`config.mk`:
```
export PLATFORM = sky130hd
export DESIGN_NAME = bpa_ctrl
export DESIGN_NICKNAME = d
export VERILOG_FILES = /design/src/hdl/bpa_pkg.sv /design/src/hdl/bpa_ctrl.sv
export SDC_FILE = /design/constraint.sdc
export NUM_CORES = 1
export LEC_CHECK = 0
export ABC_AREA = 1
export BUFFER_PORTS_ARGS = -buffer_cell sky130_fd_sc_hd__buf_2
export CORE_MARGIN = 10
export CORE_UTILIZATION = 46
export DETAILED_ROUTE_END_ITERATION = 8
export PLACE_DENSITY = 0.79
export SYNTH_ARGS = -nofsm -noshare
export SYNTH_HDL_FRONTEND = slang
export SYNTH_SLANG_ARGS = --single-unit
```
`constraint.sdc`:
```
create_clock -name i_clk -period 1.81 [get_ports i_clk]
set_clock_uncertainty 0.1 [all_clocks]
set_input_delay 0 -clock i_clk [delete_from_list [all_inputs] [get_ports i_clk]]
set_output_delay 0 -clock i_clk [all_outputs]
set_load 0.01 [all_outputs]
```
`src/hdl/bpa_pkg.sv`:
```
// Shared types and codes for the bit-packed unsigned array core.
package bpa_pkg;

    // Operation codes carried in the input tuser
    localparam logic [1:0] OP_READ   = 2'd0;
    localparam logic [1:0] OP_WRITE  = 2'd1;
    localparam logic [1:0] OP_SEARCH = 2'd2;

    // Configuration register indexes
    localparam logic REG_BITS  = 1'b0;
    localparam logic REG_COUNT = 1'b1;

    localparam int unsigned VAL_W = 64;

    typedef enum logic [3:0] {
        S_IDLE,
        S_DECODE,
        S_MUL,
        S_MOD,
        S_LOAD,
        S_RADDR,
        S_RDATA,
        S_EVAL,
        S_MID
    } t_state;

    // Controller to datapath commands
    typedef struct packed {
        logic       start;
        logic       bs_init;
        logic       mul;
        logic       mod_en;
        logic       load_addr;
        logic       cap;
        logic       bs_upd;
        logic       bs_mid;
        logic       fin;
        logic [3:0] k;
    } t_cmd;

    // Datapath to controller status
    typedef struct packed {
        logic       is_rw;
        logic       is_search;
        logic       rerr;
        logic       len_zero;
        logic       eq;
        logic       lr;
        logic       out_free;
        logic [3:0] nb;
    } t_stat;

endpackage

```
`src/hdl/bpa_ctrl.sv`:
```
// Sequencer for decode, address reduction, byte walk and search steps.
module bpa_ctrl #(
    parameter int unsigned NS  = 2,
    parameter int unsigned SCW = 2
) (
    input  logic             i_clk,
    input  logic             i_rst_n,
    input  logic             i_accept,
    input  bpa_pkg::t_stat   i_stat,
    output bpa_pkg::t_cmd    o_cmd,
    output logic [SCW-1:0]   o_step,
    output logic             o_idle
);
    import bpa_pkg::*;

    t_state         r_state, n_state;
    logic [SCW-1:0] r_step, n_step;
    logic [3:0]     r_k, n_k;

    // State and counters
    always_ff @(posedge i_clk) begin
        if (!i_rst_n) begin
            r_state <= S_IDLE;
            r_step  <= '0;
            r_k     <= '0;
        end else begin
            r_state <= n_state;
            r_step  <= n_step;
            r_k     <= n_k;
        end
    end

    // Next state and commands
    always_comb begin
        n_state = r_state;
        n_step  = r_step;
        n_k     = r_k;
        o_cmd   = '0;
        o_cmd.k = r_k;
        case (r_state)
            S_IDLE: begin
                if (i_accept) begin
                    o_cmd.start = 1'b1;
                    n_state     = S_DECODE;
                end
            end
            S_DECODE: begin
                if ((i_stat.is_rw && i_stat.rerr) || (!i_stat.is_rw && !i_stat.is_search)
                    || (i_stat.is_search && i_stat.len_zero)) begin
                    if (i_stat.out_free) begin
                        o_cmd.fin = 1'b1;
                        n_state   = S_IDLE;
                    end
                end else begin
                    o_cmd.bs_init = i_stat.is_search;
                    n_state       = S_MUL;
                end
            end
            S_MUL: begin
                o_cmd.mul = 1'b1;
                n_step    = SCW'(NS - 1);
                n_state   = S_MOD;
            end
            S_MOD: begin
                o_cmd.mod_en = 1'b1;
                n_step       = r_step - 1'b1;
                if (r_step == '0) n_state = S_LOAD;
            end
            S_LOAD: begin
                o_cmd.load_addr = 1'b1;
                n_k             = '0;
                n_state         = S_RADDR;
            end
            S_RADDR: begin
                n_state = S_RDATA;
            end
            S_RDATA: begin
                o_cmd.cap = 1'b1;
                n_k       = r_k + 1'b1;
                n_state   = (r_k + 1'b1 == i_stat.nb) ? S_EVAL : S_RADDR;
            end
            S_EVAL: begin
                if (i_stat.is_search && !i_stat.eq && i_stat.lr) begin
                    o_cmd.bs_upd = 1'b1;
                    n_state      = S_MID;
                end else if (i_stat.out_free) begin
                    o_cmd.fin = 1'b1;
                    n_state   = S_IDLE;
                end
            end
            S_MID: begin
                o_cmd.bs_mid = 1'b1;
                n_state      = S_MUL;
            end
            default: n_state = S_IDLE;
        endcase
    end

    assign o_step = r_step;
    assign o_idle = (r_state == S_IDLE);

endmodule

```
==> results by group, run 1 <==
Critical path
  • Cells along the critical path: nand2_2, nor2_1, nand2_1, a21oi_1, buf_2
  • Worst r2r path cells: 8
  • Crit path max fanout: 7
  • CP required: ~1700 ps
  • CP top delay family: flip-flops
  • Worst EP arrival: between 1000 and 1500 ps
  • Slowest library cell on the worst path: dfxtp_1
  • Worst setup path class: register to output pin
  • Worst Setup Start Kind: register
  • Reg2reg end: r_state[1]
  • Worst path max stage delay: 490 ps
  • Launching point of the worst reg2reg path: r_k[0]
  • CP Capture Type: output pin
  • Flop2flop setup slack: approximately 360 ps
  • Sum of buffers and inverters on the critical path: 1

Timing
  • RSZ-0062 raised after global routing: no
  • Setup-failing EPs final: 0
  • Final hold vios: 0
  • Final min period: between 1500 and 2000 ps
  • Fin Setup TNS: 0 ps
  • Fmax: 632 MHz
  • Tcrit/Tclk final: 87.5%
  • Max_slew headroom: 80.3%
  • Worst-Margin Slew: a little under 300 ps
  • Slew Limit Fails: 0

Placement
  • Routability Congestion: around 0.80
  • Cell total after placement: 170
  • PortBufs: 29
  • Dpl hpwl: 1.69 mm

Clock network
  • Hold Buf Count CTS: 4
  • H-tree levels: 1
  • CTS root buf: clkbuf_4
  • Clk sinks: 10
  • Longest Clk Path Bufs: 2
  • Post-CTS Setup Repair Bufs: 0
  • Gates resized, CTS repair: 0
  • Inserted Clock Buffers: 3
  • Clk_lat worst skew: ~280 ps
  • Clk pin slew, worst setup/hold paths: 70 ps
  • CTS tree: done

Die
  • Die area: around 3600 um2
  • Initial Utilization: ~48%
  • Rows: 14
  • I/O Pins: 30
  • Die Span Y: between 50 and 60 um
  • Die width: around 60 um
  • Core Area: about 1500 um2

Cells and area
  • # nets final: approximately 180
  • Antenna fix cells: 0
  • Layout cells sized above 1: around 25%
  • Commonest non-fill, non-tap cell in the layout: nand2_1
  • Non-Filler Instances: around 180
  • Area Overhead vs Synth: 33.3%
  • Area of the multi-input gates: ~430 um2
  • Fillers: between 100 and 150
  • Register area: approximately 200 um2
  • Most frequent cells in the layout: nand2_1 (40), buf_2 (29), inv_1 (23)
  • Final core occ: 64.2%

Global route
  • Total GRT Usage: 11.9%
  • Grt total ovfl: 0
  • First-pass GRT wire length: around 3.3 mm
  • Vias in the first global route: just under 800
  • Initial antenna violation count: 0
  • Largest net degree at the start of global routing: 9

Drt
  • Drt first pass iters: 5
  • Wire length per cell: approximately 12 um
  • Vias per inst: about 5
  • Via Count: 881
  • Post-route ant nets: 0
  • Post-Route WL: around 2.1 mm
  • Residual DRC: 0
  • 1st-iter DRT viols: 23

Min path
  • Hold depth: 6
  • Hold Crit Class: input pin to register
  • Worst Hold End: r_state[0]
  • HP Start: i_stat[4]

Yosys
  • Post-synth top area cell: dfxtp_1
  • Syn avg cell area: just under 6 um2
  • Register bit total from synthesis: 10
  • Post-synth top flop: dfxtp_1
  • Ys Warns: 0
  • Post-synth cell types: 20
  • Mapped cell area: just over 700 um2
  • Ys async rst share: 0%
  • EDFF count, synth: 0
  • Syn nets: ~140
  • Sequential area share after synthesis: between 20% and 30%
  • Synth area leaders: dfxtp_1 (28%), nand2_1 (21%), inv_1 (12%), nor2_1 (8.3%), nand3_1 (6.2%)
  • Cells after synthesis: between 100 and 150
  • Share of the synthesized area in the top cell type: 27.6%

Pwr
  • PD cells: 602 nW/um2
  • Peak VDD IR: roughly 0.34 mV
  • Leak pwr: 0.552 nW

Job
  • Maxcap violations: 0

Outcome
  • Outcome: complete, no violations
## Yosys cell counts, types with 2 or more instances
library cell	n
ha_1	2
nand3_1	9
nand3b_1	2
inv_2	2
nand2_2	2
o21ai_0	2
dfxtp_1	10
a21oi_1	6
nor2_1	16
nor3_1	2
nor2_4	2
nand2_1	40
inv_1	23
## kinds of logic (layout without fill, tap and decap cells)
kind of cell / after synthesis / after routing / share of synthesized area [%]
flip-flops: 10 / 10 / 27.6
XOR/XNOR: 1 / 1 / 1.21
AO/OA/AOI/OAI: 12 / 12 / 9.66
adder cells (fa/ha/maj): 2 / 2 / 3.45
AND/OR/NAND/NOR: 75 / 75 / 45.2
buffers and inverters: 25 / 62 / 12.9
## registers in the layout, indices dropped and copies added, names as in the netlist
register,cells
r_state,4
r_k,4
o_step,2
## worst max path at each step
stage	start	end	slack, ps	cells past startpoint
6_report	r_state[1]	o_cmd[4]	230	5
5_1_grt	r_state[1]	o_cmd[4]	80	5
4_1_cts	r_state[1]	o_cmd[4]	270	5
3_5_place_dp	r_k[0]	r_state[1]	370	8
3_3_place_gp	r_state[3]	r_state[0]	430	9
2_1_floorplan	r_k[0]	r_state[1]	420	8
## worst register-to-register path, delay by kind of cell (launching register included)
kind | cells | cell delay, ps
adder cells (fa/ha/maj) | 1 | 300
buffers and inverters | 1 | 40
XOR/XNOR | 1 | 170
flip-flops | 1 | 450
AND/OR/NAND/NOR | 5 | 350
## report_power, final
part / internal, mW / total, mW / switching [mW]
Clock: 0.122 / 0.210 / 0.0871
Combinational: 0.0556 / 0.134 / 0.0784
Sequential: 0.228 / 0.238 / 0.0101
Total: 0.406 / 0.582 / 0.176
## layout make-up
cell class / count / share of cell area [%]
multi-input cells: 90 / 44.6
flip-flops and latches: 10 / 20.7
repair buffers: 33 / 19.1
inverters: 25 / 9.70
clock buffers: 4 / 3.75
well taps: 16 / 2.07
## routing by layer
metal | GRT usage (%) | wire (um) | vias up
li1 | - | - | 460
met3 | 5.51 | 211 | 4
met4 | 5.13 | 30 | 0
met1 | 13.4 | 889 | 384
met2 | 18.7 | 944 | 33
met5 | 0 | 0 | -
## per-stage QoR
| step | power, mW | hold WS, ps | cell area, um2 | worst slack [ps] |
|---|---|---|---|---|
| global route | 0.618 | 44.2 | 967 | 80.5 |
| detailed placement | 0.372 | 140 | 891 | 368 |
| finish | 0.582 | 13.5 | 967 | 227 |
| CTS | 0.590 | 14.6 | 967 | 272 |
| global placement | 0.368 | 131 | 891 | 433 |
| floorplan | 0.325 | -12.9 | 726 | 422 |
No activity file was read; power rests on OpenSTA's default activity.
==> run 2: changes to the inputs <==
--- a/config.mk
+++ b/config.mk
@@ -8,9 +8,11 @@
 export ABC_AREA = 1
 export BUFFER_PORTS_ARGS = -buffer_cell sky130_fd_sc_hd__buf_2
 export CORE_MARGIN = 10
-export CORE_UTILIZATION = 46
+export CORE_UTILIZATION = 49
+export CTS_BUF_LIST = sky130_fd_sc_hd__clkbuf_4
 export DETAILED_ROUTE_END_ITERATION = 8
-export PLACE_DENSITY = 0.79
+export PLACE_DENSITY = 0.83
+export SLEW_MARGIN = 10
 export SYNTH_ARGS = -nofsm -noshare
 export SYNTH_HDL_FRONTEND = slang
 export SYNTH_SLANG_ARGS = --single-unit
==> run 2 against run 1 <==
  * Non-clock buffer count unchanged
  * Register-to-register slack is essentially flat
  * Routed wire length rose by 6.1%
  * Global-route usage is 1.6 points higher
  * Fmax shrank 0.45%
  * Hold slack improved by 29 ps
  * Final cell count shrank 0.56%
  * Final area decreased by 1.2%
  * Critical path depth is the same
  * Power decreased by 7.1%
  * Sequential power about the same
  * Critical endpoint unchanged
==> results by group, run 2 (same netlist as run 1, synthesis figures left out) <==
Cells and area
  • Non-Filler Instances: approximately 180
  • Antenna fix cells: 0
  • Area Overhead vs Synth: 31.7%
  • Most frequent cells in the layout: nand2_1 (40), buf_2 (29), inv_1 (23)
  • Commonest non-fill, non-tap cell in the layout: nand2_1
  • Layout cells sized above 1: 24.7%
  • # nets final: 179
  • Fillers: 132

Timing
  • Final min period: roughly 1600 ps
  • Fin Setup TNS: 0 ps
  • RSZ-0062 raised after global routing: no
  • Max_slew headroom: between 80% and 90%
  • Min Hold Slack: 42.7 ps
  • Setup-failing EPs final: 0
  • Tcrit/Tclk final: between 80 and 90%
  • Worst-Margin Slew: 290 ps
  • Slew Limit Fails: 0
  • Final hold vios: 0
  • Fmax: 629 MHz

Drt
  • Via Count: 900
  • Residual DRC: 0
  • 1st-iter DRT viols: 42
  • Post-route ant nets: 0
  • Drt first pass iters: 4
  • Wire length per cell: 12.4 um
  • Post-Route WL: 2.20 mm
  • Vias per inst: 5.08

Die
  • Die width: 58.5 um
  • Initial Utilization: 53.8%
  • Die Span Y: ~60 um
  • I/O Pins: 30
  • Die area: between 3000 and 4000 um2
  • Core Area: ~1400 um2
  • Rows: 13

Pwr
  • Peak VDD IR: ~0.46 mV
  • PD cells: 565 nW/um2
  • Leak pwr: around 0.55 nW

Outcome
  • Outcome: complete, no violations

Critical path
  • Worst setup path class: register to output pin
  • CP Capture Type: output pin
  • CP required: between 1500 and 2000 ps
  • Worst EP arrival: around 1500 ps
  • Worst Setup Start Kind: register
  • Crit path max fanout: 7

Global route
  • First-pass GRT wire length: between 3 and 4 mm
  • Total GRT Usage: between 10% and 20%
  • Vias in the first global route: roughly 930
  • Initial antenna violation count: 0
  • Largest net degree at the start of global routing: 9
  • Grt total ovfl: 0

Placement
  • Cell total after placement: ~170
  • PortBufs: 29
  • Routability Congestion: 0.832
  • Dpl hpwl: ~1.7 mm

Clock network
  • Gates resized, CTS repair: 0
  • Longest Clk Path Bufs: 2
  • Inserted Clock Buffers: 3
  • Clk pin slew, worst setup/hold paths: roughly 80 ps
  • CTS tree: done
  • Clk sinks: 10
  • CTS root buf: clkbuf_4
  • H-tree levels: 1
  • Clk_lat worst skew: roughly 270 ps

Min path
  • Hold Crit Class: input pin to register

Job
  • Maxcap violations: 0
## run 2: cell types whose count changed in the layout (fill, tap and decap cells not counted)
cell      delta
clkinv_1     +1
clkbuf_8     -1
## run 2: path summary, 6_finish.rpt
check,from,endpoint,slack [ps],cells after the start
worst max-delay path,r_state[1],o_cmd[4],220,5
worst min-delay path,i_stat[4],r_state[0],40,6
worst max register to register,r_k[0],r_state[1],360,8
worst min register to register,o_step[0],o_step[0],380,1
## run 2: cell type report
cell class                 instances  area, um2  share of cell area (%)
clock buffer                       3       22.5                    2.36
tap                               15       18.8                    1.96
timing repair buffer              33        185                    19.4
multi-input combinational         90        432                    45.2
clock inverter                     1       3.75                   0.393
inverter                          25       93.8                    9.82
sequential                        10        200                    20.9
## run 2: report_power, final
group | switching [mW] | internal, mW | total (mW)
logic | 0.0812 | 0.0558 | 0.137
clock network | 0.0854 | 0.0796 | 0.165
registers | 0.0103 | 0.228 | 0.238
## run 2: critical path, stage by stage, from the launching register on
cell     delay, ps
dfxtp_1        490
nand2_2        160
nor2_1         180
nand2_1         90
a21oi_1        150
buf_2          150
## run 2: stage by stage
stage	setup slack, ps	instance area (um2)	utilization (%)	power [mW]
after detailed placement	365	890	65.9	0.373
final	219	956	70.8	0.540
after floorplan	422	726	-	0.325
after global placement	443	890	65.9	0.368
after CTS	225	956	70.8	0.539
after global routing	64.1	956	70.8	0.573
## run 2: routing by layer
metal / share of wire, % / global-route usage, %
met1: 42 / 15.4
met2: 49 / 23.2
met3: 8.1 / 3.43
met4: 0.59 / 5.03
met5: 0 / 0
## run 2: what timing repair did
item	CTS	global route
hold buffers	4	0
endpoints found under the hold margin	5	0
setup buffers	0	0
